**config.mk**
```make
export PLATFORM = sky130hd
export DESIGN_NAME = midi_byte_stream_message_parser_flat
export DESIGN_NICKNAME = d
export VERILOG_FILES = /design/src/rtl/mbp_pkg.sv /design/src/rtl/mbp_if.sv /design/src/rtl/midi_byte_stream_message_parser.sv /design/src/rtl/mbp_ram.sv /design/src/rtl/mbp_cmd_fifo.sv /design/src/rtl/mbp_front.sv /design/src/rtl/mbp_back.sv /design/src/flat_wrapper.sv
export SDC_FILE = /design/constraint.sdc
export NUM_CORES = 1
export LEC_CHECK = 0
export BUFFER_PORTS_ARGS = -buffer_cell sky130_fd_sc_hd__buf_2
export CELL_PAD_IN_SITES_DETAIL_PLACEMENT = 1
export CELL_PAD_IN_SITES_GLOBAL_PLACEMENT = 1
export CORE_UTILIZATION = 50
export DETAILED_ROUTE_END_ITERATION = 8
export PLACE_DENSITY_LB_ADDON = 0.1
export SLEW_MARGIN = 30
export SYNTH_ARGS = -nofsm -noshare
export SYNTH_HDL_FRONTEND = slang
export SYNTH_SLANG_ARGS = --single-unit
```
**constraint.sdc**
```tcl
create_clock -name clock -period 5.2 [get_ports clock]
set_input_delay 1.04 -clock clock [delete_from_list [all_inputs] [get_ports clock]]
set_output_delay 1.04 -clock clock [all_outputs]
set_load 0.03 [all_outputs]
```
**src/rtl/mbp_pkg.sv**
```systemverilog
`timescale 1ns / 1ps

package mbp_pkg;

   localparam int SYSEX_DEPTH_DEF  = 63;
   localparam int CMD_QUEUE_DEPTH  = 2;
   localparam int CMD_LEN_W        = 6;

   localparam logic [7:0] ST_SOX  = 8'hF0;
   localparam logic [7:0] ST_EOX  = 8'hF7;
   localparam logic [7:0] RT_MIN  = 8'hF8;

   localparam logic [1:0] KIND_REALTIME = 2'd0;
   localparam logic [1:0] KIND_CHANNEL  = 2'd1;
   localparam logic [1:0] KIND_COMMON   = 2'd2;
   localparam logic [1:0] KIND_SYSEX    = 2'd3;

   typedef enum logic [1:0] {
      OP_SINGLE,
      OP_MSG,
      OP_DUMP
   } cmd_op_type;

   typedef struct packed {
      cmd_op_type             op;
      logic [7:0]             byte0;
      logic [6:0]             d0;
      logic [6:0]             d1;
      logic                   two;
      logic [1:0]             kind;
      logic [CMD_LEN_W-1:0]   len;
   } cmd_type;

   typedef enum logic [2:0] {
      BK_IDLE,
      BK_MSG,
      BK_DUMP_RD,
      BK_DUMP_OUT,
      BK_TAIL
   } bk_state_type;

   // data bytes that follow a status byte
   function automatic logic [1:0] data_count(input logic [7:0] status);
      logic [1:0] n;
      n = 2'd0;
      unique case (status[7:4])
         4'hC, 4'hD:                   n = 2'd1;
         4'h8, 4'h9, 4'hA, 4'hB, 4'hE: n = 2'd2;
         4'hF: begin
            if (status == 8'hF1 || status == 8'hF3) n = 2'd1;
            else if (status == 8'hF2)               n = 2'd2;
            else                                    n = 2'd0;
         end
         default:                      n = 2'd0;
      endcase
      return n;
   endfunction

endpackage

```
**src/rtl/mbp_if.sv**
```systemverilog
`timescale 1ns / 1ps

interface mbp_req_if;
   logic       valid;
   logic       ready;
   logic [7:0] data_byte;

   modport source (output valid, output data_byte, input ready);
   modport sink   (input valid, input data_byte, output ready);
endinterface

interface mbp_rsp_if;
   logic       valid;
   logic       ready;
   logic [7:0] msg_byte;
   logic       last;
   logic [1:0] msg_kind;

   modport source (output valid, output msg_byte, output last, output msg_kind, input ready);
   modport sink   (input valid, input msg_byte, input last, input msg_kind, output ready);
endinterface

```
**src/rtl/midi_byte_stream_message_parser.sv**
```systemverilog
`timescale 1ns / 1ps
// channel  dir  payload                         role
// req_ch   in   data_byte[7:0]                  raw byte stream
// rsp_ch   out  msg_byte[7:0], last, msg_kind   assembled messages, one byte per item
//
// one input byte is taken per cycle while the queue has room and no sysex is read out
// a channel or common message leaves one byte per cycle while the output is taken
// a sysex first fetches its command, then each buffered byte is read from the
// registered buffer before it leaves, and f7 follows the last one
// input is held off until f7 has been loaded into the output register
// synchronous reset; the sysex buffer needs no clearing, so items are taken at once

module midi_byte_stream_message_parser #(
   parameter int SYSEX_DEPTH = mbp_pkg::SYSEX_DEPTH_DEF,
   parameter int QUEUE_DEPTH = mbp_pkg::CMD_QUEUE_DEPTH
) (
   input  logic             clock,
   input  logic             reset,
   mbp_req_if.sink          req_ch,
   mbp_rsp_if.source        rsp_ch
);
   import mbp_pkg::*;

   localparam int ADDR_W = $clog2(SYSEX_DEPTH);

   logic              push, pop, q_full, q_empty, dump_done;
   cmd_type           push_cmd, head;
   logic              ram_wr_en, ram_rd_en;
   logic [ADDR_W-1:0] ram_wr_addr, ram_rd_addr;
   logic [7:0]        ram_wr_data, ram_rd_data;

   mbp_front #(.SYSEX_DEPTH(SYSEX_DEPTH)) u_front (
      .clock       (clock),
      .reset       (reset),
      .req_valid   (req_ch.valid),
      .req_ready   (req_ch.ready),
      .data_byte   (req_ch.data_byte),
      .push        (push),
      .push_cmd    (push_cmd),
      .q_full      (q_full),
      .dump_done   (dump_done),
      .ram_wr_en   (ram_wr_en),
      .ram_wr_addr (ram_wr_addr),
      .ram_wr_data (ram_wr_data)
   );

   mbp_cmd_fifo #(.DEPTH(QUEUE_DEPTH)) u_queue (
      .clock    (clock),
      .reset    (reset),
      .push     (push),
      .push_cmd (push_cmd),
      .full     (q_full),
      .pop      (pop),
      .empty    (q_empty),
      .head     (head)
   );

   mbp_ram #(.WIDTH(8), .DEPTH(SYSEX_DEPTH)) u_sysex_buf (
      .clock   (clock),
      .wr_en   (ram_wr_en),
      .wr_addr (ram_wr_addr),
      .wr_data (ram_wr_data),
      .rd_en   (ram_rd_en),
      .rd_addr (ram_rd_addr),
      .rd_data (ram_rd_data)
   );

   mbp_back #(.SYSEX_DEPTH(SYSEX_DEPTH)) u_back (
      .clock       (clock),
      .reset       (reset),
      .q_empty     (q_empty),
      .head        (head),
      .pop         (pop),
      .ram_rd_en   (ram_rd_en),
      .ram_rd_addr (ram_rd_addr),
      .ram_rd_data (ram_rd_data),
      .dump_done   (dump_done),
      .rsp_valid   (rsp_ch.valid),
      .rsp_ready   (rsp_ch.ready),
      .msg_byte    (rsp_ch.msg_byte),
      .last        (rsp_ch.last),
      .msg_kind    (rsp_ch.msg_kind)
   );
endmodule

```
**src/rtl/mbp_ram.sv**
```systemverilog
`timescale 1ns / 1ps

module mbp_ram #(
   parameter int WIDTH = 8,
   parameter int DEPTH = 63
) (
   input  logic                     clock,
   input  logic                     wr_en,
   input  logic [$clog2(DEPTH)-1:0] wr_addr,
   input  logic [WIDTH-1:0]         wr_data,
   input  logic                     rd_en,
   input  logic [$clog2(DEPTH)-1:0] rd_addr,
   output logic [WIDTH-1:0]         rd_data
);
   logic [WIDTH-1:0] mem [DEPTH];
   logic [WIDTH-1:0] rd_data_ff;

   always_ff @(posedge clock) begin
      if (wr_en) begin
         mem[wr_addr] <= wr_data;
      end
      if (rd_en) begin
         rd_data_ff <= mem[rd_addr];
      end
   end

   assign rd_data = rd_data_ff;
endmodule

```
**src/rtl/mbp_cmd_fifo.sv**
```systemverilog
`timescale 1ns / 1ps

module mbp_cmd_fifo #(
   parameter int DEPTH = mbp_pkg::CMD_QUEUE_DEPTH
) (
   input  logic             clock,
   input  logic             reset,
   input  logic             push,
   input  mbp_pkg::cmd_type push_cmd,
   output logic             full,
   input  logic             pop,
   output logic             empty,
   output mbp_pkg::cmd_type head
);
   import mbp_pkg::*;

   localparam int PTR_W = (DEPTH > 1) ? $clog2(DEPTH) : 1;
   localparam int CNT_W = $clog2(DEPTH + 1);

   cmd_type          entry_ff [DEPTH];
   logic [PTR_W-1:0] wr_ptr_ff, wr_ptr_in;
   logic [PTR_W-1:0] rd_ptr_ff, rd_ptr_in;
   logic [CNT_W-1:0] count_ff, count_in;
   logic             do_push, do_pop;

   assign full    = (count_ff == CNT_W'(DEPTH));
   assign empty   = (count_ff == '0);
   assign head    = entry_ff[rd_ptr_ff];
   assign do_push = push && !full;
   assign do_pop  = pop && !empty;

   always_comb begin
      wr_ptr_in = wr_ptr_ff;
      rd_ptr_in = rd_ptr_ff;
      count_in  = count_ff;
      if (do_push) begin
         wr_ptr_in = (wr_ptr_ff == PTR_W'(DEPTH - 1)) ? '0 : wr_ptr_ff + PTR_W'(1);
      end
      if (do_pop) begin
         rd_ptr_in = (rd_ptr_ff == PTR_W'(DEPTH - 1)) ? '0 : rd_ptr_ff + PTR_W'(1);
      end
      if (do_push && !do_pop) begin
         count_in = count_ff + CNT_W'(1);
      end else if (do_pop && !do_push) begin
         count_in = count_ff - CNT_W'(1);
      end
   end

   always_ff @(posedge clock) begin
      if (reset) begin
         wr_ptr_ff <= '0;
         rd_ptr_ff <= '0;
         count_ff  <= '0;
      end else begin
         wr_ptr_ff <= wr_ptr_in;
         rd_ptr_ff <= rd_ptr_in;
         count_ff  <= count_in;
      end
   end

   always_ff @(posedge clock) begin
      if (do_push) begin
         entry_ff[wr_ptr_ff] <= push_cmd;
      end
   end
endmodule

```
**src/rtl/mbp_front.sv**
```systemverilog
`timescale 1ns / 1ps

module mbp_front #(
   parameter int SYSEX_DEPTH = mbp_pkg::SYSEX_DEPTH_DEF
) (
   input  logic                           clock,
   input  logic                           reset,
   input  logic                           req_valid,
   output logic                           req_ready,
   input  logic [7:0]                     data_byte,
   output logic                           push,
   output mbp_pkg::cmd_type               push_cmd,
   input  logic                           q_full,
   input  logic                           dump_done,
   output logic                           ram_wr_en,
   output logic [$clog2(SYSEX_DEPTH)-1:0] ram_wr_addr,
   output logic [7:0]                     ram_wr_data
);
   import mbp_pkg::*;

   localparam int ADDR_W = $clog2(SYSEX_DEPTH);
   localparam int LEN_W  = $clog2(SYSEX_DEPTH + 1);

   logic             in_sysex_ff, in_sysex_in;
   logic [7:0]       rs_ff, rs_in;
   logic [1:0]       need_ff, need_in;
   logic [1:0]       got_ff, got_in;
   logic [6:0]       hold0_ff, hold0_in;
   logic [LEN_W-1:0] len_ff, len_in;
   logic             dump_pend_ff, dump_pend_in;
   logic             accept;
   logic [1:0]       need_new;
   logic [1:0]       got_next;

   // no new item while the queue is full or the buffer is being read out
   assign req_ready = !q_full && !dump_pend_ff;
   assign accept    = req_valid && req_ready;

   always_comb begin
      in_sysex_in  = in_sysex_ff;
      rs_in        = rs_ff;
      need_in      = need_ff;
      got_in       = got_ff;
      hold0_in     = hold0_ff;
      len_in       = len_ff;
      dump_pend_in = dump_pend_ff;
      push         = 1'b0;
      push_cmd     = '0;
      ram_wr_en    = 1'b0;
      ram_wr_addr  = len_ff[ADDR_W-1:0];
      ram_wr_data  = data_byte;
      need_new     = data_count(data_byte);
      got_next     = got_ff + 2'd1;

      if (dump_done) begin
         dump_pend_in = 1'b0;
      end

      if (accept) begin
         priority if (data_byte >= RT_MIN) begin
            push           = 1'b1;
            push_cmd.op    = OP_SINGLE;
            push_cmd.byte0 = data_byte;
            push_cmd.kind  = KIND_REALTIME;
         end else if (in_sysex_ff && data_byte == ST_EOX) begin
            push           = 1'b1;
            push_cmd.op    = OP_DUMP;
            push_cmd.kind  = KIND_SYSEX;
            push_cmd.len   = CMD_LEN_W'(len_ff);
            in_sysex_in    = 1'b0;
            len_in         = '0;
            dump_pend_in   = 1'b1;
         end else if (in_sysex_ff && !data_byte[7]) begin
            // bytes past the buffer are dropped
            if (len_ff < LEN_W'(SYSEX_DEPTH)) begin
               ram_wr_en = 1'b1;
               len_in    = len_ff + LEN_W'(1);
            end
         end else if (data_byte[7]) begin
            // status byte, possibly cutting off an open sysex
            in_sysex_in = 1'b0;
            len_in      = '0;
            if (data_byte == ST_SOX) begin
               in_sysex_in = 1'b1;
               ram_wr_en   = 1'b1;
               ram_wr_addr = '0;
               len_in      = LEN_W'(1);
               rs_in       = '0;
            end else begin
               rs_in   = data_byte;
               need_in = need_new;
               got_in  = 2'd0;
               if (need_new == 2'd0) begin
                  rs_in          = '0;
                  push           = 1'b1;
                  push_cmd.op    = OP_SINGLE;
                  push_cmd.byte0 = data_byte;
                  push_cmd.kind  = (data_byte < ST_SOX) ? KIND_CHANNEL : KIND_COMMON;
               end
            end
         end else if (rs_ff != '0 && need_ff != 2'd0) begin
            if (got_ff == 2'd0) begin
               hold0_in = data_byte[6:0];
            end
            if (got_next >= need_ff) begin
               push           = 1'b1;
               push_cmd.op    = OP_MSG;
               push_cmd.byte0 = rs_ff;
               push_cmd.d0    = (need_ff == 2'd1) ? data_byte[6:0] : hold0_ff;
               push_cmd.d1    = data_byte[6:0];
               push_cmd.two   = (need_ff == 2'd2);
               push_cmd.kind  = (rs_ff < ST_SOX) ? KIND_CHANNEL : KIND_COMMON;
               got_in         = 2'd0;
               if (rs_ff >= ST_SOX) begin
                  rs_in = '0;
               end
            end else begin
               got_in = got_next;
            end
         end
      end
   end

   always_ff @(posedge clock) begin
      if (reset) begin
         in_sysex_ff  <= 1'b0;
         rs_ff        <= '0;
         need_ff      <= '0;
         got_ff       <= '0;
         len_ff       <= '0;
         dump_pend_ff <= 1'b0;
      end else begin
         in_sysex_ff  <= in_sysex_in;
         rs_ff        <= rs_in;
         need_ff      <= need_in;
         got_ff       <= got_in;
         len_ff       <= len_in;
         dump_pend_ff <= dump_pend_in;
      end
   end

   always_ff @(posedge clock) begin
      hold0_ff <= hold0_in;
   end
endmodule

```
**src/rtl/mbp_back.sv**
```systemverilog
`timescale 1ns / 1ps

module mbp_back #(
   parameter int SYSEX_DEPTH = mbp_pkg::SYSEX_DEPTH_DEF
) (
   input  logic                           clock,
   input  logic                           reset,
   input  logic                           q_empty,
   input  mbp_pkg::cmd_type               head,
   output logic                           pop,
   output logic                           ram_rd_en,
   output logic [$clog2(SYSEX_DEPTH)-1:0] ram_rd_addr,
   input  logic [7:0]                     ram_rd_data,
   output logic                           dump_done,
   output logic                           rsp_valid,
   input  logic                           rsp_ready,
   output logic [7:0]                     msg_byte,
   output logic                           last,
   output logic [1:0]                     msg_kind
);
   import mbp_pkg::*;

   localparam int ADDR_W = $clog2(SYSEX_DEPTH);
   localparam int LEN_W  = $clog2(SYSEX_DEPTH + 1);

   bk_state_type     state_ff, state_in;
   cmd_type          cur_ff, cur_in;
   logic [LEN_W-1:0] idx_ff, idx_in;
   logic             rsp_valid_ff, rsp_valid_in;
   logic [7:0]       byte_ff, byte_in;
   logic             last_ff, last_in;
   logic [1:0]       kind_ff, kind_in;
   logic             out_free;
   logic             load_out;
   logic [LEN_W-1:0] cur_len;
   logic             buf_end;

   // output register frees when empty or being taken
   assign out_free = !rsp_valid_ff || rsp_ready;
   assign cur_len  = LEN_W'(cur_ff.len);
   assign buf_end  = ((idx_ff + LEN_W'(1)) == cur_len);

   always_comb begin
      state_in = state_ff;
      unique case (state_ff)
         BK_IDLE: begin
            if (!q_empty && out_free) begin
               unique case (head.op)
                  OP_MSG:  state_in = BK_MSG;
                  OP_DUMP: state_in = BK_DUMP_RD;
                  default: state_in = BK_IDLE;
               endcase
            end
         end
         BK_MSG: begin
            if (out_free) begin
               state_in = (idx_ff == LEN_W'(1) && cur_ff.two) ? BK_MSG : BK_IDLE;
            end
         end
         BK_DUMP_RD: state_in = BK_DUMP_OUT;
         BK_DUMP_OUT: begin
            if (out_free) begin
               state_in = buf_end ? BK_TAIL : BK_DUMP_RD;
            end
         end
         BK_TAIL: begin
            if (out_free) begin
               state_in = BK_IDLE;
            end
         end
         default: state_in = BK_IDLE;
      endcase
   end

   always_comb begin
      cur_in      = cur_ff;
      idx_in      = idx_ff;
      pop         = 1'b0;
      load_out    = 1'b0;
      byte_in     = byte_ff;
      last_in     = last_ff;
      kind_in     = kind_ff;
      ram_rd_en   = 1'b0;
      ram_rd_addr = idx_ff[ADDR_W-1:0];
      dump_done   = 1'b0;

      unique case (state_ff)
         BK_IDLE: begin
            if (!q_empty && out_free) begin
               pop    = 1'b1;
               cur_in = head;
               idx_in = LEN_W'(1);
               unique case (head.op)
                  OP_SINGLE: begin
                     load_out = 1'b1;
                     byte_in  = head.byte0;
                     last_in  = 1'b1;
                     kind_in  = head.kind;
                  end
                  OP_MSG: begin
                     load_out = 1'b1;
                     byte_in  = head.byte0;
                     last_in  = 1'b0;
                     kind_in  = head.kind;
                  end
                  OP_DUMP: begin
                     idx_in = '0;
                  end
                  default: begin
                     pop = 1'b0;
                  end
               endcase
            end
         end
         BK_MSG: begin
            if (out_free) begin
               load_out = 1'b1;
               kind_in  = cur_ff.kind;
               if (idx_ff == LEN_W'(1)) begin
                  byte_in = {1'b0, cur_ff.d0};
                  last_in = !cur_ff.two;
                  idx_in  = LEN_W'(2);
               end else begin
                  byte_in = {1'b0, cur_ff.d1};
                  last_in = 1'b1;
               end
            end
         end
         BK_DUMP_RD: begin
            ram_rd_en = 1'b1;
         end
         BK_DUMP_OUT: begin
            if (out_free) begin
               load_out = 1'b1;
               byte_in  = ram_rd_data;
               last_in  = 1'b0;
               kind_in  = KIND_SYSEX;
               idx_in   = idx_ff + LEN_W'(1);
            end
         end
         BK_TAIL: begin
            if (out_free) begin
               load_out  = 1'b1;
               byte_in   = ST_EOX;
               last_in   = 1'b1;
               kind_in   = KIND_SYSEX;
               dump_done = 1'b1;
            end
         end
         default: begin
            load_out = 1'b0;
         end
      endcase

      if (load_out) begin
         rsp_valid_in = 1'b1;
      end else if (rsp_ready) begin
         rsp_valid_in = 1'b0;
      end else begin
         rsp_valid_in = rsp_valid_ff;
      end
   end

   always_ff @(posedge clock) begin
      if (reset) begin
         state_ff     <= BK_IDLE;
         rsp_valid_ff <= 1'b0;
         idx_ff       <= '0;
      end else begin
         state_ff     <= state_in;
         rsp_valid_ff <= rsp_valid_in;
         idx_ff       <= idx_in;
      end
   end

   always_ff @(posedge clock) begin
      cur_ff  <= cur_in;
      byte_ff <= byte_in;
      last_ff <= last_in;
      kind_ff <= kind_in;
   end

   assign rsp_valid = rsp_valid_ff;
   assign msg_byte  = byte_ff;
   assign last      = last_ff;
   assign msg_kind  = kind_ff;
endmodule

```
**src/flat_wrapper.sv**
```systemverilog
// flat-port wrapper written by rule: the top's interface ports become plain ports
module midi_byte_stream_message_parser_flat import mbp_pkg::*;
#(
   parameter int SYSEX_DEPTH = mbp_pkg::SYSEX_DEPTH_DEF,
   parameter int QUEUE_DEPTH = mbp_pkg::CMD_QUEUE_DEPTH
)
  (clock, reset, req_ch_valid, req_ch_data_byte, req_ch_ready, rsp_ch_valid, rsp_ch_msg_byte, rsp_ch_last, rsp_ch_msg_kind, rsp_ch_ready);
  mbp_req_if req_ch_i ();
  mbp_rsp_if rsp_ch_i ();
  input  logic clock;
  input  logic reset;
  input wire logic [$bits(req_ch_i.valid)-1:0] req_ch_valid;
  input wire logic [$bits(req_ch_i.data_byte)-1:0] req_ch_data_byte;
  output wire logic [$bits(req_ch_i.ready)-1:0] req_ch_ready;
  output wire logic [$bits(rsp_ch_i.valid)-1:0] rsp_ch_valid;
  output wire logic [$bits(rsp_ch_i.msg_byte)-1:0] rsp_ch_msg_byte;
  output wire logic [$bits(rsp_ch_i.last)-1:0] rsp_ch_last;
  output wire logic [$bits(rsp_ch_i.msg_kind)-1:0] rsp_ch_msg_kind;
  input wire logic [$bits(rsp_ch_i.ready)-1:0] rsp_ch_ready;
  assign req_ch_i.valid = req_ch_valid;
  assign req_ch_i.data_byte = req_ch_data_byte;
  assign req_ch_ready = req_ch_i.ready;
  assign rsp_ch_valid = rsp_ch_i.valid;
  assign rsp_ch_msg_byte = rsp_ch_i.msg_byte;
  assign rsp_ch_last = rsp_ch_i.last;
  assign rsp_ch_msg_kind = rsp_ch_i.msg_kind;
  assign rsp_ch_i.ready = rsp_ch_ready;
  midi_byte_stream_message_parser #(.SYSEX_DEPTH(SYSEX_DEPTH), .QUEUE_DEPTH(QUEUE_DEPTH)) u_core (.clock(clock), .reset(reset), .req_ch(req_ch_i), .rsp_ch(rsp_ch_i));
endmodule
```
==> results.txt, run 1 <==
* Outcome: completed
- The die covers around 54000 um2.
- The share of the Yosys chip area taken by registers is 72.98%.
* Total setup buffers inserted after CTS: 0
- The tree is rooted in a sky130_fd_sc_hd__clkbuf_16.
* Average detailed-routed wire length per instance: 30.67 um
* Per-cell via count in the routed design: 6.233
* Power per standard cell area: 434.9 nW/um2
- Element type at the critical path start: input port
* Starting density of the core: 51.10%
- Top achievable clock speed: roughly 0.27 GHz
- In the final design database the tool counted 1583 nets.
- Cell-internal power: 9.644 mW
- For the final routed database, the setup TNS stands at 0 ns.
- Synthesis produced ~1500 cells.
* Largest net degree at the start of global routing: 69
- The critical path is of the input port to register type.
- Utilization after layout: 57.56%
- Yosys printed 0 warnings.
- Including well taps, the total number of placed cells is 2174.
- Number of hold buffers added after cts: 0
* Initial antenna violation count: 2
- Across the routed clock network, the largest skew measured is 0.02394 ns.
- After clock tree synthesis, the repair step resized 0 gates.
- Synthesis instantiated 77 different standard cells from the library.
- Main flop type after synthesis: sky130_fd_sc_hd__edfxtp_1
- Leaving out filler cells and counting taps, the final layout contains 2291.
- The routed layout has 14280 vias.
* Worst hold path type: register to register
- For this run, asynchronously set or reset flops after synthesis account for 0%.
* Post-DP HPWL: between 40 and 50 mm
* Buffer depth of the longest clock path: 3
- CTS tree: yes
- For this run, global-route usage on met3 was measured as 3.733%.
- Remaining routing DRC violations: 0
- The most critical setup path has its startpoint at req_ch_data_byte[7].
* Switching Share: 25.50%
* Worst reg2reg path startpoint: u_core.u_queue.count_ff[0]$_SDFFE_PP0P_
* Slew at the pin closest to its max-slew limit: ~1 ns
- Pin placement for this block handled 25 I/O pins.
- Final critical path time including I/O delays and setup: about 3.8 ns
- Total global routing overflow: 0
- Cells with a size suffix above 1 make up between 20% and 30% of the layout.
- At the end of routability-driven placement, the weighted congestion stood at 0.8203.
* Critical path endpoint category: register
- Die outline width: 231.9 um
- After synthesis the netlist holds a flip-flop and latch count of 654.
- In this run the cell area of the synthesized design comes to 26430 um2.
* Total of max-cap violations: 0
* Residual antenna-violating net count after detailed routing: 0
- For this run, global-route usage on met2 was measured as 44.10%.
- Maximum ir drop on the vdd rail: just under 0.3 mV
- In this run, synthesis inferred 619 flip-flops with an integrated enable.
- From synthesis to final layout, the design area changed by 12.63%.
- Fraction of the cycle the final worst path needs: 72.35%
- Via count of the first global-routing pass: 14850
- Nets in the synthesized netlist: 1488
- The floorplan has 83 rows.
* Worst hold start: u_core.u_front.got_ff[1]$_SDFFE_PP0P_
* Clk sinks: 654
* Highest fanout seen on the critical path: 11
- Height of the die: 231.9 um
- Slew HR: 33.02%
- In this run the power spent charging and discharging nets is 3.301 mW.
* Core outline area: between 50000 and 60000 um2
- Each instance of the synthesized netlist takes up on average roughly 18 um2.
* Most Crowded Layer GR: met2
- The first global-routing pass estimated 103.0 mm of wire.
- Buffers inserted during clock tree synthesis total 68.
* Gr usage total: 26.88%
- At the later pin of the worst-skew pair, clock insertion delay measures between 0.6 and 0.7 ns.
- CTS built an H-tree with a depth of 3.
- RSZ-0062 raised after global routing: no
- After clock tree synthesis, the clock-pin slew on the worst setup and hold paths is roughly 0.060 ns.
- Leakage power of the design: 9.442 nW
* Clock network fraction of total power: between 30% and 40%
- Final setup vio count: 0
- For this run, global-route usage on met1 was measured as 37.61%.
- # port buffers: 24
* DRT iter0 DRCs: 1197
- Wires add up to 70.27 mm.
- Router iterations before antenna repair: 5
- Combinational cells account for 15.7% of the total power.
* Part of the power in registers: 47.7%
* Final Total Pwr: around 13 mW
* Filler instances: 4574
* Slew Viols, Final: 0
- For the worst setup path, the data arrival time is 3.98 ns.
* CP required: ~5.4 ns
* Number of failing hold endpoints at the final stage: 0
## power groups by stage
stage | combinational [mW] | clock [mW] | sequential [mW]
after floorplan | 1.50 | 0 | 6.20
after detailed placement | 2.05 | 0 | 6.29
final | 2.03 | 4.74 | 6.17
after CTS | 2.06 | 4.83 | 6.18
after global placement | 2.02 | 0 | 6.28
after global routing | 2.16 | 4.98 | 6.19
## cell usage in the layout, fill, tap and decap left out, drive strengths merged, types with 4 or more instances in the layout
| master | count |
|---|---|
| nand3 | 33 |
| o21a | 6 |
| nor2 | 108 |
| mux2i | 59 |
| a22oi | 17 |
| nand4 | 5 |
| inv | 14 |
| xor2 | 7 |
| a211oi | 12 |
| bufinv | 5 |
| mux4 | 117 |
| a2111oi | 4 |
| nor3 | 16 |
| a21o | 5 |
| dfxtp | 35 |
| clkinv | 19 |
| nand2 | 68 |
| a311oi | 10 |
| clkbuf | 89 |
| nor4 | 7 |
| ha | 7 |
| and2 | 13 |
| nand2b | 9 |
| a211o | 5 |
| buf | 104 |
| a22o | 7 |
| nor2b | 20 |
| and3 | 7 |
| o21ai | 36 |
| a31oi | 8 |
| edfxtp | 619 |
| mux2 | 31 |
| o211ai | 4 |
| o22ai | 8 |
| or3 | 4 |
| nand3b | 6 |
| a21oi | 40 |
## layer usage
metal	part of all wire (%)	vias to the layer above
met5	0	-
met4	2.6	0
met3	4.9	107
met2	49	440
met1	43	7624
li1	-	6108
## path summary, 6_finish.rpt
kind                                              to  slack (ns)  cells after the start
max          u_core.u_sysex_buf.mem[59][1]$_DFFE_PP_        1.44                      6
min reg2reg    u_core.u_front.got_ff[1]$_SDFFE_PP0P_        0.50                      2
max reg2reg  u_core.u_sysex_buf.mem[59][1]$_DFFE_PP_        1.65                      5
min            u_core.u_front.got_ff[1]$_SDFFE_PP0P_        0.50                      2
## state kept, by name, indices dropped and copies added, names as in the netlist, named ones only
signal,cells
u_core.u_sysex_buf.mem,504
u_core.u_queue.entry_ff,66
u_core.u_back.cur_ff,17
u_core.u_back.msg_byte,8
u_core.u_front.rs_ff,8
u_core.u_sysex_buf.rd_data,8
u_core.u_front.hold0_ff,7
u_core.u_back.cur_len,6
u_core.u_back.ram_rd_addr,6
u_core.u_front.len_ff,6
u_core.u_back.state_ff,3
u_core.u_back.msg_kind,2
u_core.u_front.got_ff,2
u_core.u_front.need_ff,2
u_core.u_queue.count_ff,2
u_core.u_back.last,1
u_core.u_back.rsp_valid,1
u_core.u_front.dump_pend_ff,1
u_core.u_front.in_sysex_ff,1
u_core.u_queue.rd_ptr_ff,1
u_core.u_queue.wr_ptr_ff,1
## synthesized netlist by cell type, types with 6 or more instances
master                     count  share of area, %
sky130_fd_sc_hd__nor2b_1      20              0.47
sky130_fd_sc_hd__nor3_1       16              0.30
sky130_fd_sc_hd__mux2_2       31               1.3
sky130_fd_sc_hd__buf_4        14              0.40
sky130_fd_sc_hd__a22o_1        7              0.23
sky130_fd_sc_hd__nand3b_1      6              0.17
sky130_fd_sc_hd__a21oi_1      40              0.76
sky130_fd_sc_hd__nand2b_1      9              0.21
sky130_fd_sc_hd__clkbuf_1     36              0.51
sky130_fd_sc_hd__mux4_2      106               9.0
sky130_fd_sc_hd__and2_1       13              0.31
sky130_fd_sc_hd__nand2_1      68              0.97
sky130_fd_sc_hd__ha_1          7              0.33
sky130_fd_sc_hd__buf_2        16              0.30
sky130_fd_sc_hd__edfxtp_1    619                70
sky130_fd_sc_hd__nand3_1      33              0.62
sky130_fd_sc_hd__o21a_1        6              0.17
sky130_fd_sc_hd__nor4_1        6              0.14
sky130_fd_sc_hd__a311oi_1     10              0.33
sky130_fd_sc_hd__dfxtp_1      35               2.7
sky130_fd_sc_hd__a31oi_1       8              0.19
sky130_fd_sc_hd__mux2i_1      59               2.2
sky130_fd_sc_hd__nor2_1      108               1.5
sky130_fd_sc_hd__and3_1        7              0.17
sky130_fd_sc_hd__a211oi_1     12              0.34
sky130_fd_sc_hd__inv_1        13              0.18
sky130_fd_sc_hd__mux4_1       11               1.1
sky130_fd_sc_hd__xor2_1        7              0.23
sky130_fd_sc_hd__a22oi_1      17              0.48
sky130_fd_sc_hd__buf_6         6              0.26
sky130_fd_sc_hd__o22ai_1       8              0.19
sky130_fd_sc_hd__o21ai_0      34              0.64
## per-stage QoR
step / instance area [um2] / hold WS [ns] / setup WS, ns
after global placement: 27630 / 0.4769 / 1.052
after detailed placement: 27630 / 0.4908 / 0.9176
final: 29770 / 0.5022 / 1.438
after floorplan: 26440 / 0.4570 / 1.284
after global routing: 29760 / 0.5387 / 1.372
after CTS: 29760 / 0.5062 / 1.532
## logic make-up (layout without fill, tap and decap cells)
logic type	Yosys count	in the layout	synth area share [%]
and+or+nand+nor	315	315	5.927
AOI/OAI and AO/OA	184	184	4.829
muxes	207	207	13.68
DFF	654	654	72.98
xor gates and xnor gates	10	10	0.3314
other	0	2	0
buffers and inverters	92	232	1.917
adders and majority gates	7	7	0.3314
## critical path, stage by stage
cell and delay [ns]:
sky130_fd_sc_hd__buf_2 0.18, sky130_fd_sc_hd__and4_1 0.46, sky130_fd_sc_hd__and3_1 0.32, sky130_fd_sc_hd__nor4b_4 0.49
sky130_fd_sc_hd__nand4b_2 0.60, sky130_fd_sc_hd__nor2_1 0.85
## cell type report
cell class | instances | area (um2) | area share [%]
flip-flops and latches | 654 | 19300 | 64.84
multi-input cells | 723 | 6658 | 22.37
inverters | 13 | 48.80 | 0.1639
repair buffers | 104 | 770.7 | 2.589
clock buffers | 89 | 1884 | 6.330
clock inverters | 26 | 247.7 | 0.8322
well taps | 680 | 850.8 | 2.858
diodes | 2 | 5.005 | 0.01681
No activity file was read; power rests on OpenSTA's default activity.
==> run 2: changes to the inputs <==
--- a/config.mk
+++ b/config.mk
@@ -8,7 +8,7 @@
 export BUFFER_PORTS_ARGS = -buffer_cell sky130_fd_sc_hd__buf_2
 export CELL_PAD_IN_SITES_DETAIL_PLACEMENT = 1
 export CELL_PAD_IN_SITES_GLOBAL_PLACEMENT = 1
-export CORE_UTILIZATION = 50
+export CORE_UTILIZATION = 55
 export DETAILED_ROUTE_END_ITERATION = 8
 export PLACE_DENSITY_LB_ADDON = 0.1
 export SLEW_MARGIN = 30
==> constraint.sdc (replaced) <==
create_clock -name clock -period 3.6 [get_ports clock]
set_input_delay 0.72 -clock clock [delete_from_list [all_inputs] [get_ports clock]]
set_output_delay 0.72 -clock clock [all_outputs]
set_load 0.03 [all_outputs]
==> results.txt, run 2 (same netlist as run 1, synthesis figures left out) <==
- Outcome: completed (unchanged)
* Total setup buffers inserted after CTS: 0 (unchanged)
- Remaining routing DRC violations: 0 (unchanged)
- DRT iter0 DRCs: 1720 (was 1197)
* Footprint of the multi-input gates: 6656 um2 (was 6658 um2)
- The flip-flop count of the largest register, all copies and words added came to 504 (unchanged).
- The number of failing setup endpoints in the final timing report was 0 (unchanged).
* Clk pin slew, worst setup/hold paths: 0.06 ns (about the same)
- The critical path's top delay family is simple AND/OR/NAND/NOR gates (unchanged).
- The via-per-instance ratio was 6.508 (was 6.233).
* Most Crowded Layer GR: met2 (unchanged)
- The storage element area was 19300 um2 (about the same).
- Final critical path time including I/O delays and setup: ~3.4 ns
* Clk sinks: 654 (unchanged)
* Top achievable clock speed: 0.2979 GHz
- Setup tns final: 0 ns (unchanged)
- The number of cell rows is 79 (was 83).
- The met1 layer usage reported by global route was 41.87% (was 37.61%).
- The number of stages on the worst setup path came to 5 (was 6).
- The nature of the critical path startpoint is a register (was input port).
- Depth of the worst hold-timing path: 2 (unchanged)
* Residual antenna-violating net count after detailed routing: 0 (unchanged)
* Critical path endpoint category: register (unchanged)
- Net count, final: 1634 (was 1583)
- The root cell of the clock tree is sky130_fd_sc_hd__clkbuf_16 (unchanged).
* Slew HR: 32.87% (was 33.02%)
- Average detailed-routed wire length per instance: 31.36 um (was 30.67 um)
- Die outline width: 221.2 um (was 231.9 um)
* Placer Congestion: 0.8883 (was 0.8203)
- The post-layout instance count excluding filler cells is 2274 (was 2291).
* Worst hold path type: register to register (unchanged)
- Power per standard cell area: 628.3 nW/um2 (was 434.9 nW/um2)
- The leakage component of the power is 9.730 nW (was 9.442 nW).
- Router iterations before antenna repair: 5 (unchanged)
- Most used cells in the layout excluding fill and tap cells: 619 x sky130_fd_sc_hd__edfxtp_1, 125 x sky130_fd_sc_hd__buf_4, 106 x sky130_fd_sc_hd__nor2_1, 106 x sky130_fd_sc_hd__mux4_2, 73 x sky130_fd_sc_hd__clkbuf_16 (was 619 x sky130_fd_sc_hd__edfxtp_1, 107 x sky130_fd_sc_hd__nor2_1, 106 x sky130_fd_sc_hd__mux4_2).
- The H-tree depth was 3 (unchanged).
- After layout, the worst path uses 93.24% of the clock period.
* Final wirelength: 71.32 mm (was 70.27 mm)
* Largest reg by FF count: u_core.u_sysex_buf.mem (unchanged)
* Total global routing overflow: 0 (unchanged)
- The y dimension of the die is 221.2 um (was 231.9 um).
* Cells on worst reg2reg path: 5 (unchanged)
- Inserted Clock Buffers: 68 (unchanged)
* Worst Hold Margin: 0.5016 ns (was 0.5022 ns)
- The kind of critical path was register to register (was input port to register).
- The final number of max-transition violations came to 0 (unchanged).
- The overall die area came to 48930 um2 (was 53780 um2).
* Slowest Stage Delay on Critical Path: 0.81 ns (was 0.85 ns)
- RSZ-0062 raised after global routing: no (unchanged).
- The met2 track utilization from global routing was 48.31% (was 44.10%).
- The total track usage came to 30.13% (was 26.88%).
- The critical path's slowest cell is sky130_fd_sc_hd__nor2b_1 (was sky130_fd_sc_hd__nor2_1).
- The global-route wire length before repair is 105.9 mm (was 103.0 mm).
- The fraction of final layout cells with drive strength greater than 1 is 24.61% (was 22.00%).
- Clock insertion delay at the later pin of the skew report: 0.61 ns (about the same)
* Largest net degree at the start of global routing: 64 (was 69)
- CTS tree: yes (unchanged)
* Number of failing hold endpoints at the final stage: 0 (unchanged)
- Post-DP HPWL: 46.84 mm (was 44.96 mm)
* Highest fanout seen on the critical path: 8 (was 11)
- The count of hold buffers inserted by post-cts repair came to 0 (unchanged).
- The highest ir drop seen on vdd was 0.4134 mV (was 0.2921 mV).
- List of cells traversed by the critical path: nor2b_1 -> nor3_1 -> nand2_1 -> nand3_1 -> nor2_1 (was buf_2 -> and4_1 -> and3_1 -> nor4b_4 -> nand4b_2 -> nor2_1).
* Core outline area: 46950 um2 (was 51720 um2)
- The placed cell count was 2152 (was 2174).
- Vias after detailed routing: 14800 (was 14280)
- Leading cell type in the layout, fill and taps excluded: sky130_fd_sc_hd__edfxtp_1 (unchanged)
* Regs by FF count: u_core.u_sysex_buf.mem: 504 flops, u_core.u_queue.entry_ff: 66 flops, u_core.u_back.cur_ff: 17 flops (unchanged)
* # port buffers: 24 (unchanged)
- Clock skew: 0.02173 ns (was 0.02394 ns)
- Area grow syn2layout: 13.96% (was 12.63%)
- The required time of the critical path came to 3.83 ns (was 5.42 ns).
- Via count of the first global-routing pass: 15540 (was 14850)
- Filler instances: 3979 (was 4574)
- IO Pins: 25 (unchanged)
* Critical path data arrival time: 3.59 ns (was 3.98 ns)
- Buffer depth of the longest clock path: 3 (unchanged)
* Fraction of met3 tracks used by global routing: 4.634% (was 3.733%)
- The max-cap violation count came to 0 (unchanged).
* Slew at the pin closest to its max-slew limit: 1.005 ns (was 0.9964 ns)
- The starting density of the core is 56.29% (was 51.10%).
- The number of buffer and inverter stages on the critical path came to 0 (was 1).
- Initial antenna violation count: 3 (was 2)
- The number of resized instances in the post-cts repair step came to 0 (unchanged).
[run 2: worst paths after layout]
path,end,startpoint,slack [ns]
setup reg to reg,u_core.u_sysex_buf.mem[40][5]$_DFFE_PP_,u_core.u_queue.count_ff[1]$_SDFFE_PP0P_,0.24
hold reg to reg,u_core.u_queue.rd_ptr_ff$_SDFFE_PP0P_,u_core.u_queue.rd_ptr_ff$_SDFFE_PP0P_,0.50
hold / removal,u_core.u_queue.rd_ptr_ff$_SDFFE_PP0P_,u_core.u_queue.rd_ptr_ff$_SDFFE_PP0P_,0.50
setup / recovery,u_core.u_sysex_buf.mem[40][5]$_DFFE_PP_,u_core.u_queue.count_ff[1]$_SDFFE_PP0P_,0.24
[run 2: metal layers]
layer	share of wire, %	vias to the layer above
li1	-	6205
met3	5.9	139
met1	42	7828
met2	49	623
met4	3.9	4
met5	0.029	-
[run 2: worst min-delay path: cells and delay by family (launching register included)]
kind | cells | cell delay (ns)
AND/OR/NAND/NOR | 1 | 0.07
XOR/XNOR | 1 | 0.08
flip-flops | 1 | 0.32
[run 2: metrics by stage]
stage               setup WS (ns)  utilization [%]  area (um2)  total power [mW]
detailed placement       0.001982            59.51       27940             12.16
floorplan                0.003744                -       26440             11.12
global route               0.2005            64.14       30120             19.46
global placement          0.06739            59.51       27940             12.07
CTS                        0.2287            64.14       30110             19.02
finish                     0.2433            64.15       30120             18.92
[run 2: power by group]
group          leakage (nW)  internal [mW]  total [mW]  switching [mW]
clock network          1.08           4.05        6.91            2.86
logic                  2.77           1.35        3.18            1.83
registers              5.88           8.65        8.83           0.184
total                  9.73           14.0        18.9            4.88
[run 2: final cells by class]
type	count	share of cell area, %
clock inverter	30	0.7852
sequential	654	64.09
inverter	13	0.1620
tap	607	2.522
clock buffer	91	6.423
multi-input combinational	723	22.10
timing repair buffer	155	3.913
antenna	1	0.008309
==> run 3: changes to the inputs <==
--- a/config.mk
+++ b/config.mk
@@ -7,11 +7,12 @@
 export LEC_CHECK = 0
 export BUFFER_PORTS_ARGS = -buffer_cell sky130_fd_sc_hd__buf_2
 export CELL_PAD_IN_SITES_DETAIL_PLACEMENT = 1
-export CELL_PAD_IN_SITES_GLOBAL_PLACEMENT = 1
-export CORE_UTILIZATION = 55
+export CELL_PAD_IN_SITES_GLOBAL_PLACEMENT = 2
+export CORE_UTILIZATION = 49
 export DETAILED_ROUTE_END_ITERATION = 8
 export PLACE_DENSITY_LB_ADDON = 0.1
 export SLEW_MARGIN = 30
 export SYNTH_ARGS = -nofsm -noshare
 export SYNTH_HDL_FRONTEND = slang
+export SYNTH_HIERARCHICAL = 1
 export SYNTH_SLANG_ARGS = --single-unit
==> results.txt, run 3 <==
* # port buffers: 24 (unchanged)
* Power per standard cell area: 582.3 nW/um2 (was 628.3 nW/um2)
* Final wirelength: 66.62 mm (was 71.32 mm)
* Post-Place Cell Area: 28290 um2 (was 27940 um2)
- The count of hold buffers inserted by post-cts repair was 0 (unchanged).
* Critical path data arrival time: 3.30 ns (was 3.59 ns)
- Worst hold start: u_core/u_front/got_ff[1]$_SDFFE_PP0P_ (was u_core.u_queue.rd_ptr_ff$_SDFFE_PP0P_)
* Number of failing hold endpoints at the final stage: 0 (unchanged)
- Routed wire length on met2: 31.86 mm (was 34.61 mm)
* RSZ-0062 raised after global routing: no (unchanged)
- CP required: 3.82 ns (was 3.83 ns)
* CTS Root Buffer Type: sky130_fd_sc_hd__clkbuf_16 (unchanged)
* Final critical path time including I/O delays and setup: 3.081 ns (was 3.357 ns)
- Via count of the first global-routing pass: 15090 (was 15540)
- The total setup buffers inserted after CTS is 0 (unchanged).
- The number of antenna violations at the first check in global routing was 1 (was 3).
- Slew at the pin closest to its max-slew limit: 0.9654 ns (was 1.005 ns)
* Clock insertion delay at the later pin of the skew report: 0.61 ns (about the same)
- The number of cell instances on the worst register-to-register path came to 10 (was 5).
* Total global routing overflow: 0 (unchanged)
- Wire length on met3: 3.408 mm (was 4.213 mm)
* Largest net degree at the start of global routing: 74 (was 64)
- The H-tree depth came to 3 (unchanged).
- End of the worst register-to-register path: u_core/u_sysex_buf/mem[62][2]$_DFFE_PP_ (was u_core.u_sysex_buf.mem[40][5]$_DFFE_PP_)
- Clock skew: 0.01625 ns (was 0.02173 ns)
- The startpoint of the worst-slack reg-to-reg timing path is u_core/u_queue/count_ff[1]$_SDFFE_PP0P_ (was u_core.u_queue.count_ff[1]$_SDFFE_PP0P_).
- The total DRC errors in the routed layout came to 0 (unchanged).
- Post-synth EDFFs: 619 (unchanged)
- The fraction of final layout cells with drive strength greater than 1 is 25.28% (was 24.61%).
- Dominant cell type by area after synthesis: sky130_fd_sc_hd__edfxtp_1 (unchanged)
- Post-synthesis cell type count: 76 (was 77)
- The synthesized cell area is 26610 um2 (was 26430 um2).
* Core outline area: 53710 um2 (was 46950 um2)
- The starting density of the core is 49.54% (was 56.29%).
- Type of the setup path with the least slack: register to register (unchanged)
* CTS tree: yes (unchanged)
* Regs by FF count: u_core/u_sysex_buf/mem: 504 flops, u_core/u_queue/entry_ff: 66 flops, u_core/u_back/cur_ff: 17 flops (was u_core.u_sysex_buf.mem: 504 flops, u_core.u_queue.entry_ff: 66 flops, u_core.u_back.cur_ff: 17 flops)
* Outcome: completed (unchanged)
* Maximum ir drop on the vdd rail: 0.4306 mV (was 0.4134 mV)
- The nature of the critical path startpoint is a register (unchanged).
- Post-DP HPWL: 42.09 mm (was 46.84 mm)
* Area grow syn2layout: 14.40% (was 13.96%)
- Per-cell via count in the routed design: 5.970 (was 6.508)
- Clk pin slew, worst setup/hold paths: 0.06 ns (about the same)
* Proportion of netlist area held by the largest area contributor: 69.86% (was 70.33%)
* Flip-flop and latch count after synthesis: 654 (unchanged)
- Cell count after synthesis: 1510 (was 1469)
- Placer Congestion: 0.8048 (was 0.8883)
- The fraction of registers with async set/reset was 0% (unchanged).
* Leading cell type in the layout, fill and taps excluded: sky130_fd_sc_hd__edfxtp_1 (unchanged)
- Clk sinks: 654 (unchanged)
- IO Pins: 25 (unchanged)
- The class of the worst hold path was register to register (unchanged).
- Placed cell count: 2287 (was 2152)
- The number of buffers added by the clock tree synthesis step was 70 (was 68).
- The terminating pin of the worst hold path was u_core/u_front/got_ff[1]$_SDFFE_PP0P_ (was u_core.u_queue.rd_ptr_ff$_SDFFE_PP0P_).
- Slew HR: 35.51% (was 32.87%)
- The remaining number of nets flagged by the antenna check after routing came to 0 (unchanged).
- Routed met1 length: 29.72 mm (was 29.71 mm)
- Main flop type after synthesis: sky130_fd_sc_hd__edfxtp_1 (unchanged)
* Final Total Pwr: 17.72 mW (was 18.92 mW)
- The synthesized net count came to 1529 (was 1488).
* Global-route wire length before repair: 99.13 mm (was 105.9 mm)
- Vias after detailed routing: 14390 (was 14800)
- Uppermost routed layer: met5 (unchanged)
* Critical path endpoint category: register (unchanged)
* Number of placement rows: 85 (was 79)
* Fraction of the cycle the final worst path needs: 85.57% (was 93.24%)
* Final Cell Area: 30440 um2 (was 30120 um2)
- Buffer depth of the longest clock path: 3 (unchanged)
- Average detailed-routed wire length per instance: 27.64 um (was 31.36 um)
- The slack of the worst reg-to-reg path was 0.52 ns (was 0.24 ns).
- The number of resized instances in the post-cts repair step came to 0 (unchanged).
* Setup tns final: 0 ns (unchanged)
* Worst setup path start: u_core/u_queue/count_ff[1]$_SDFFE_PP0P_ (was u_core.u_queue.count_ff[1]$_SDFFE_PP0P_)
- Most repeated cell in the gate-level netlist after synthesis: sky130_fd_sc_hd__edfxtp_1 (unchanged)
- The synthesized area per cell is 17.62 um2 (was 17.99 um2).
- The leakage component of the power came to 9.865 nW (was 9.730 nW).
- The peak clock frequency supported by timing came to 0.3246 GHz (was 0.2979 GHz).
* Die outline width: 235.0 um (was 221.2 um)
- The post-synthesis sequential area ratio came to 72.49% (was 72.98%).
* Top post-synthesis cells by count: 619 x sky130_fd_sc_hd__edfxtp_1, 112 x sky130_fd_sc_hd__nor2_1, 100 x sky130_fd_sc_hd__mux4_2 (was 619 x sky130_fd_sc_hd__edfxtp_1, 108 x sky130_fd_sc_hd__nor2_1, 106 x sky130_fd_sc_hd__mux4_2)
- Max reg flops: 504 (unchanged)
- Net count, final: 1682 (was 1634)
- Setup slack after layout: 0.5194 ns (was 0.2433 ns)
* Final std cells w/o fill: 2410 (was 2274)
* Yosys warning total: 6 (was 0)
* Total of max-cap violations: 0 (unchanged)
- The DRC marker count from the first detailed-route iteration was 1020 (was 1720).
* Die outline area: 55240 um2 (was 48930 um2)
- Most used cells in the layout excluding fill and tap cells: 619 x sky130_fd_sc_hd__edfxtp_1, 142 x sky130_fd_sc_hd__buf_4, 112 x sky130_fd_sc_hd__nor2_1 (was 619 x sky130_fd_sc_hd__edfxtp_1, 125 x sky130_fd_sc_hd__buf_4, 106 x sky130_fd_sc_hd__nor2_1, 106 x sky130_fd_sc_hd__mux4_2, 73 x sky130_fd_sc_hd__clkbuf_16).
- The worst slack at placement came to 0.2339 ns (was 0.001982 ns).
- Slew Viols, Final: 0 (unchanged)
* Height of the die: 235.0 um (was 221.2 um)
- The first-pass iteration count of the detailed router came to 5 (unchanged).
- Cell types occupying the most area after synthesis: sky130_fd_sc_hd__edfxtp_1 70%, sky130_fd_sc_hd__mux4_2 8.5%, sky130_fd_sc_hd__dfxtp_1 2.6% (was sky130_fd_sc_hd__edfxtp_1 70%, sky130_fd_sc_hd__mux4_2 9.0%, sky130_fd_sc_hd__dfxtp_1 2.7%).
* Largest reg by FF count: u_core/u_sysex_buf/mem (was u_core.u_sysex_buf.mem)
- Gr usage total: 24.64% (was 30.13%)
- The number of cells on the worst hold path came to 2 (unchanged).
- Highest fanout seen on the critical path: 8 (unchanged)
- The number of failing setup endpoints in the final timing report came to 0 (unchanged).
-- run 3: how the worst max path moves through the flow --
stage,to,slack [ns],cells past startpoint
global route,u_core/u_sysex_buf/mem[62][2]$_DFFE_PP_,0.32,10
CTS,u_core/u_sysex_buf/mem[62][2]$_DFFE_PP_,0.54,10
floorplan,u_core/u_sysex_buf/mem[36][0]$_DFFE_PP_,0.04,7
detailed placement,u_core/u_sysex_buf/mem[36][1]$_DFFE_PP_,0.23,11
global placement,u_core/u_sysex_buf/mem[36][1]$_DFFE_PP_,0.30,11
finish,u_core/u_sysex_buf/mem[62][2]$_DFFE_PP_,0.52,10
-- run 3: through the flow --
| stage | util [%] | hold WS, ns |
|---|---|---|
| 2_1_floorplan | - | 0.4494 |
| 3_3_place_gp | 52.67 | 0.4639 |
| 3_5_place_dp | 52.67 | 0.4794 |
| 4_1_cts | 56.67 | 0.4991 |
| 5_1_grt | 56.67 | 0.5069 |
| 6_report | 56.68 | 0.4919 |
-- run 3: cell type report --
cell class / count / area (um2)
clock buffers: 81 / 1803
diodes: 1 / 2.502
fillers: 4778 / 23270
flip-flops and latches: 654 / 19300
multi-input cells: 745 / 6718
well taps: 696 / 870.8
clock inverters: 41 / 347.8
repair buffers: 173 / 1326
inverters: 19 / 71.32
-- run 3: metal layers --
| layer | track usage [%] | vias to the layer above |
|---|---|---|
| met5 | 0 | - |
| li1 | - | 6364 |
| met2 | 39.42 | 339 |
| met3 | 4.723 | 96 |
| met1 | 34.29 | 7586 |
| met4 | 7.974 | 2 |
-- run 3: cell families (layout without fill, tap and decap cells) --
kind of cell / count (synthesis) / after routing / synth area share, %
flops: 654 / 654 / 72.49
mux: 191 / 191 / 12.86
compound gates: 216 / 216 / 5.554
buf+inv: 111 / 314 / 2.318
xor+xnor: 12 / 12 / 0.3950
other cells: 0 / 1 / 0
fa+ha+maj: 7 / 7 / 0.3291
simple gates: 319 / 319 / 6.057
-- run 3: power breakdown --
group / internal (mW) / total [mW] / switching, mW / leakage [nW]
registers: 8.51 / 8.61 / 0.103 / 5.92
clock network: 3.95 / 6.86 / 2.91 / 1.06
logic: 1.02 / 2.26 / 1.23 / 2.88
-- run 3: worst max-delay path: stages, from the launching register on --
cell	delay, ns
sky130_fd_sc_hd__dfxtp_1	0.37
sky130_fd_sc_hd__nor2b_2	0.28
sky130_fd_sc_hd__nor2_1	0.15
sky130_fd_sc_hd__and2_1	0.19
sky130_fd_sc_hd__nand3_1	0.13
sky130_fd_sc_hd__buf_4	0.15
sky130_fd_sc_hd__and2_1	0.22
sky130_fd_sc_hd__nor2b_1	0.21
sky130_fd_sc_hd__nand3_1	0.20
sky130_fd_sc_hd__buf_4	0.20
sky130_fd_sc_hd__nor2_1	0.59
